**config.mk**
```make
export PLATFORM = sky130hd
export DESIGN_NAME = fftms_sqrt
export DESIGN_NICKNAME = d
export VERILOG_FILES = /design/src/fftms_sqrt.sv
export SDC_FILE = /design/constraint.sdc
export NUM_CORES = 1
export LEC_CHECK = 0
export ABC_AREA = 1
export BUFFER_PORTS_ARGS = -buffer_cell sky130_fd_sc_hd__buf_2
export CAP_MARGIN = 10
export CORE_MARGIN = 3
export CORE_UTILIZATION = 55
export DETAILED_ROUTE_END_ITERATION = 7
export GPL_ROUTABILITY_DRIVEN = 0
export PLACE_DENSITY = 0.76
export RECOVER_POWER = 100
export SLEW_MARGIN = 20
export SYNTH_ARGS = -nofsm -noshare
export SYNTH_HDL_FRONTEND = slang
export SYNTH_SLANG_ARGS = --single-unit
```
**constraint.sdc**
```tcl
create_clock -name clk -period 6.5 [get_ports clk]
set_input_delay 1.95 -clock clk [delete_from_list [all_inputs] [get_ports clk]]
set_output_delay 1.95 -clock clk [all_outputs]
set_load 0.05 [all_outputs]
```
**src/fftms_sqrt.sv**
```systemverilog
// Iterative integer square root, two radicand bits per cycle.
// No dependencies.
`default_nettype none
module fftms_sqrt (
    input  wire logic        clk,
    input  wire logic        rst_n,
    input  wire logic        start,
    input  wire logic [63:0] radicand,
    output logic             done,
    output logic [31:0]      root
);
    logic [63:0] v_reg, v_next;
    logic [63:0] r_reg, r_next;
    logic [63:0] bit_reg, bit_next;
    logic        busy_reg, busy_next;
    logic [63:0] trial;

    assign trial = r_reg + bit_reg;
    assign root = r_reg[31:0];
    assign done = busy_reg && (bit_reg == 64'd0);

    always_comb
    begin
        v_next = v_reg;
        r_next = r_reg;
        bit_next = bit_reg;
        busy_next = busy_reg;
        if (start)
        begin
            v_next = radicand;
            r_next = 64'd0;
            bit_next = 64'd1 << 62;
            busy_next = 1'b1;
        end
        else if (busy_reg && bit_reg != 64'd0)
        begin
            if (v_reg >= trial)
            begin
                v_next = v_reg - trial;
                r_next = (r_reg >> 1) + bit_reg;
            end
            else
            begin
                r_next = r_reg >> 1;
            end
            bit_next = bit_reg >> 2;
        end
        else if (done)
        begin
            busy_next = 1'b0;
        end
    end

    always_ff @(posedge clk or negedge rst_n)
    begin
        if (!rst_n)
            busy_reg <= 1'b0;
        else
            busy_reg <= busy_next;
    end

    always_ff @(posedge clk)
    begin
        v_reg <= v_next;
        r_reg <= r_next;
        bit_reg <= bit_next;
    end
endmodule
`default_nettype wire
```
==> results.md, run 1 <==
- Outcome: finished with violations
- TritonCTS buffer count: 17
- Worst Path Arrival: 6.26 ns
- Slew @ Worst Pin: 3.442 ns
- Buffers & Inverters on Critical Path: 7
- Fraction of layout cells with a size suffix above 1: 0.04446
- Width of the die: 194.8 µm
- Drt first pass iters: 6
- Final Max Slew Viols: 186
- Reg2reg start: r_reg[12]
- Site Rows: 68
- First-pass GRT wire length: 111600 µm
- R2r setup slk: 0.81 ns
- Pwr/cell area: 437.8 nW/µm²
- Cells on Worst Hold Path: 2
- Grt ovf: 0
- Largest net degree at the start of global routing: 78
- Nets@finish: 3694
- Fin area: between 20000 and 25000 µm²
- P&R area growth vs syn: 5.939%
- Hold Vio Cnt, Final: 0
- Sw Share: 0.5671
- Cts-stage hold buffer count: 0
- CP max FO: 59
- Placed Area: 20230 µm²
- Cells along the critical path: buf_2 > inv_1 > clkbuf_1 > nand3_1 > buf_4 > inv_1 > buf_4 > nand2_1 > inv_1 > nand2_1 > nand2_1
- CTS max path bufs: 2
- Max Clk Rate: 0.1714 GHz
- Final Setup Violations: 0
- Flop pwr share: 0.208
- Setup crit start kind: input port
- Via/cell ratio: roughly 5.9
- Placed cell count: 3932
- Clock share of power: 0.116
- Core area: roughly 35000 µm²
- Clock Latency Late Sink: 0.48 ns
- Area leader, netlist: nand2_1
- Vias in the first global route: 21930
- Gr usage total: 0.3685
- Cell-internal power: 3.935 mW
- CTS tree: built
- Final worst slack: 0.6652 ns
- Most used DFF post-synth: dfxtp_1
- Number of flops mapped to enable cells by yosys: 64
- Port bufs: 99
- Min-delay src: bit_reg[34]
- Via count: 23510
- Setup tns final: 0 ns
- Total Power: 9.089 mW
- WP depth: 11
- Post-synth top cells: 1164 x nand2_1, 518 x inv_1, 387 x nor2_1, 293 x nand3_1, 185 x o21ai_0
- Fin util: 0.5965
- Clock skew: 0.01440 ns
- Clock-pin slew on the worst setup and hold paths: 0.08 ns
- Comb power frac: 0.676
- Post_cts resized: 0
- First DRT Iteration DRCs: 2946
- Top-count cell post-synth: nand2_1
- WP data required: ~7 ns
- Worst r2r dst: v_reg[56]
- Residual DRC: 0
- Antenna-violating nets left: 0
- Die height: 194.8 µm
- Routed wire per std cell: 18.28 µm
- Final wirelength: 72480 µm
- Hold endpoint: bit_reg[34]
- Post-synth ARST share: 0.006211
- Worst slew margin: -1.294
- Fill count: 3553
- Avg Cell Area, Syn: 5.668 µm²
- Post CTS Setup Buffer Count: 0
- TritonCTS Sinks: approximately 160
- Yosys reg bits: 161
- Synth top area cells: nand2_1 22%, inv_1 9.9%, dfxtp_1 9.8%
- Die area: roughly 38000 µm²
- Root buf cell: clkbuf_16
- Register-to-Register Path Depth: 19
- Initial Util: 0.5631
- Dpl ws: roughly 1.1 ns
- Fin cells: between 3000 and 4000
- YS warnings: 0
- HPWL after detailed placement: between 50000 and 60000 µm
- Final Critical Period: 5.835 ns
- Antenna violations before repair: 0
- Failing checks: capacitance limit, slew limit
- Max_cap viols: 3
- Hold/Removal Path Class: reg2reg
- Clock H-tree levels: 4
- Max VDD drop: 0.0002936 V
- Register area share after synthesis: 0.1974
- I/O pins: 100
- Unrepaired setup endpoints after global routing: no
- # diodes: 0
- Leakage: 9.463 nW
- Min Hold Slack: approximately 0.55 ns
- Share of the synthesized area in the top cell type: 0.2230
- Netlist cell types: 46
- Crit end category: register
- CP top delay family: buffers and inverters
- NetSw: 5.154 mW
- Cells after synthesis: 3457
- Post-synthesis cell area: between 15000 and 20000 µm²
- Syn Nets: 3655
- Period utilization: 0.8977
- Crit path largest cell delay: 2.41 ns
- CP max stage cell: clkbuf_1
- Crit path kind: in2reg
[worst max-delay path by stage]
stage | startpoint | endpoint | slack (ns)
2_1_floorplan | r_reg[12] | v_reg[0] | 0.92
3_3_place_gp | r_reg[22] | v_reg[53] | 1.24
3_5_place_dp | r_reg[12] | v_reg[53] | 1.15
4_1_cts | r_reg[12] | v_reg[45] | 1.11
5_1_grt | start | r_reg[62] | 0.35
6_report | start | r_reg[62] | 0.67
[area by class of cell]
class                   instances  area (µm²)  share of cell area
multi-input cells            2677       13230              0.6371
flip-flops and latches        161        3869              0.1864
inverters                     529        1986             0.09565
well taps                     455       569.3             0.02742
repair buffers                110       525.5             0.02531
clock buffers                  17       425.4             0.02049
clock inverters                15       158.9            0.007655
[cells in the final DEF, fill, tap and decap left out, types with 3 or more instances in the layout]
master / instances
nand2_1: 1164
inv_1: 519
nor2_1: 387
nand3_1: 293
o21ai_0: 194
a21oi_1: 169
ha_1: 130
dfxtp_1: 96
buf_2: 66
edfxtp_1: 64
xnor2_1: 48
xor2_1: 43
nand4_1: 40
nor3_1: 38
clkbuf_1: 36
o22ai_1: 31
o21bai_1: 21
nand3b_1: 21
clkbuf_16: 17
or2_2: 16
nor4_1: 11
a21o_1: 11
o21a_1: 9
inv_2: 9
nand3_2: 7
buf_4: 7
inv_8: 6
o211ai_1: 5
a21boi_0: 5
o21ai_1: 4
nand2_2: 4
a21oi_2: 4
a211oi_1: 3
nor2_2: 3
and2_1: 3
a31oi_1: 3
inv_6: 3
[worst register-to-register path, stage by stage, from the launching register on]
cell and delay (ns):
dfxtp_1 0.42, ha_1 0.45, nand2_1 0.12, o21ai_0 0.45
nand2_1 0.13, o21a_1 0.13, o21ai_0 0.20, nand2_1 0.10
nand2_1 0.16, nand4_1 0.24, nand3b_1 0.17, nand2_1 0.10
ha_1 0.39, nand2_1 0.10, nor2_1 0.28, nand2_1 0.16
nor3_2 0.35, nand2_4 0.21, a31oi_4 0.21, clkbuf_4 0.82
[kinds of logic (layout without fill, tap and decap cells)]
group / count (synthesis) / after routing / share of synthesized area
AO/OA/AOI/OAI: 463 / 463 / 0.1290
XOR/XNOR: 91 / 91 / 0.04067
adder cells (fa/ha/maj): 131 / 131 / 0.08403
buffers and inverters: 619 / 671 / 0.1284
flip-flops: 161 / 161 / 0.1974
AND/OR/NAND/NOR: 1992 / 1992 / 0.4204
[power groups by stage]
stage,registers (mW),logic (mW),clock network [mW]
4_1_cts,1.86,5.94,1.05
3_5_place_dp,1.88,5.90,0
2_1_floorplan,1.73,4.58,0
5_1_grt,1.92,6.73,1.10
6_report,1.89,6.15,1.05
3_3_place_gp,1.87,5.80,0
[metal layers]
metal / up-vias / GRT usage / part of all wire
met5: - / 0 / 0
met2: 1600 / 0.5822 / 0.43
met4: 0 / 0.2231 / 0.068
met1: 10480 / 0.4740 / 0.39
li1: 11110 / - / -
met3: 316 / 0.05859 / 0.11
(Power assumes the default switching activity.)
==> run 2, diff against run 1 <==
- MAX_ROUTING_LAYER: default -> met4
- SETUP_SLACK_MARGIN: default -> 0.1
==> run 2 against run 1 <==
  * The run still ends with capacitance limit, slew limit left
  * Setup slack worse by 0.014 ns
  * Cell count unchanged
  * Hold slack worse by 0.0020 ns
  * Routed wire length down 0.25%
  * First-iteration DRC count down 1.8%
  * Critical path depth unchanged
  * Global-route usage up 1.1 points
  * Die area unchanged
  * Via count down 0.71%
  * Largest cell class unchanged
==> results.md, run 2 (synthesis gave the netlist of run 1 again) <==
- Final worst slack: 0.6511 ns
- Post CTS Setup Buffer Count: 0
- Max Clk Rate: 0.1710 GHz
- Via count: around 23000
- I/O pins: 100
- Clock Latency Late Sink: 0.48 ns
- Buffers & Inverters on Critical Path: 7
- Setup tns final: 0 ns
- Post_cts resized: 0
- Failing checks: capacitance limit, slew limit
- Initial Util: 0.5631
- Clock-pin slew on the worst setup and hold paths: 0.08 ns
- Worst slew margin: -1.244
- Hold Vio Cnt, Final: 0
- Clock H-tree levels: 4
- Setup crit start kind: input port
- Die height: ~200 µm
- Crit path kind: in2reg
- Slew @ Worst Pin: around 3.4 ns
- Antenna-violating nets left: 0
- Hold/Removal Path Class: reg2reg
- Most frequent cells in the layout: 1164 x nand2_1, 519 x inv_1, 387 x nor2_1
- WP data required: between 6 and 7 ns
- CP max stage cell: clkbuf_1
- Placed Area: 20230 µm²
- Antenna violations before repair: 0
- Clock share of power: 0.116
- Grt ovf: 0
- First DRT Iteration DRCs: between 2000 and 3000
- Cell-internal power: between 3 and 4 mW
- Final Max Slew Viols: 186
- Most common cell after layout, fill and taps aside: nand2_1
- P&R area growth vs syn: 5.939%
- Outcome: finished with violations
- Width of the die: 194.8 µm
- Comb power frac: 0.676
- Sw Share: 0.5666
- Worst Path Arrival: roughly 6.3 ns
- CTS tree: built
- Site Rows: around 70
- Clock skew: 0.01424 ns
- Fin area: approximately 21000 µm²
- Root buf cell: clkbuf_16
- Drt first pass iters: 6
- First-pass GRT wire length: 111600 µm
- Gr usage total: 0.3793
- Dpl ws: between 1 and 1.5 ns
- Routed wire per std cell: 18.24 µm
- Vias in the first global route: approximately 22000
- Cells along the critical path: buf_2 > inv_1 > clkbuf_1 > nand3_1 > buf_4 > inv_1 > clkbuf_4 > nand2_1 > inv_1 > nand2_1 > nand2_1
- TritonCTS Sinks: 161
- Fraction of layout cells with a size suffix above 1: 0.04446
- Port bufs: 99
- Leakage: 9.463 nW
- Flop pwr share: 0.208
- TritonCTS buffer count: 17
- Cts-stage hold buffer count: 0
- NetSw: 5.143 mW
- Final Critical Period: 5.849 ns
- Fill count: 3553
- Max VDD drop: 0.0002919 V
- Final wirelength: 72290 µm
- Largest net degree at the start of global routing: 78
- CTS max path bufs: 2
- # diodes: 0
- Crit path largest cell delay: 2.37 ns
- Residual DRC: 0
- CP top delay family: buffers and inverters
- Final Setup Violations: 0
- HPWL after detailed placement: 58200 µm
- Max_cap viols: 3
- Via/cell ratio: between 5 and 6
- Period utilization: 0.8998
- Unrepaired setup endpoints after global routing: no
- CP max FO: just under 60
- Nets@finish: 3694
- Pwr/cell area: 437.2 nW/µm²
- Core area: between 30000 and 40000 µm²
- Crit end category: register
- Die area: 37930 µm²
run 2: changes by cell type in the layout (fill, tap and decap cells not counted):
cell      previous run  this run
buf_4                7         6
clkbuf_4             1         2
run 2: metrics by stage:
step	power [mW]	hold slack, ns	std cells	utilization
floorplan	6.300	0.4573	3457	-
global placement	7.661	0.5017	3932	0.5813
detailed placement	7.782	0.5272	3932	0.5813
CTS	8.852	0.5466	3964	0.5981
global route	9.741	0.5754	3964	0.5965
finish	9.077	0.5482	3964	0.5965
run 2: per-layer routing:
layer | wire (µm) | up-vias | part of all wire | track usage
met2 | 31410 | 1447 | 0.43 | 0.5820
met1 | 28590 | 10480 | 0.40 | 0.4749
met5 | 0 | - | 0 | -
li1 | - | 11100 | - | -
met3 | 7440 | 311 | 0.10 | 0.05807
met4 | 4860 | 0 | 0.067 | 0.2215
run 2: worst register-to-register path, delay by kind of cell, from the launching register on:
family                     cells  cell delay, ns
buffers and inverters          1            0.80
and+or+nand+nor                9            1.75
AOI/OAI and AO/OA              5            1.32
adders and majority gates      2            0.88
xor gates and xnor gates       1            0.08
DFF                            1            0.44
run 2: worst paths after layout:
kind,start,depth (start not counted),slack (ns),endpoint
max,start,11,0.65,r_reg[62]
min,bit_reg[34],2,0.55,bit_reg[34]
max reg2reg,r_reg[22],18,0.77,v_reg[62]
min reg2reg,bit_reg[34],2,0.55,bit_reg[34]
max in group asynchronous,rst_n,1,5.19,busy_reg
min in group asynchronous,rst_n,1,1.23,busy_reg
run 2: power groups by stage:
stage	logic [mW]	registers [mW]	clock network, mW
floorplan	4.58	1.73	0
global placement	5.80	1.87	0
detailed placement	5.90	1.88	0
CTS	5.94	1.86	1.05
global route	6.73	1.92	1.10
finish	6.14	1.89	1.05
run 2: cell type report:
class / count / area, µm² / share of cell area
multi-input combinational: 2677 / 13230 / 0.6371
tap: 455 / 569.3 / 0.02742
clock inverter: 15 / 158.9 / 0.007655
timing repair buffer: 110 / 525.5 / 0.02531
inverter: 529 / 1986 / 0.09565
sequential: 161 / 3869 / 0.1864
clock buffer: 17 / 425.4 / 0.02049
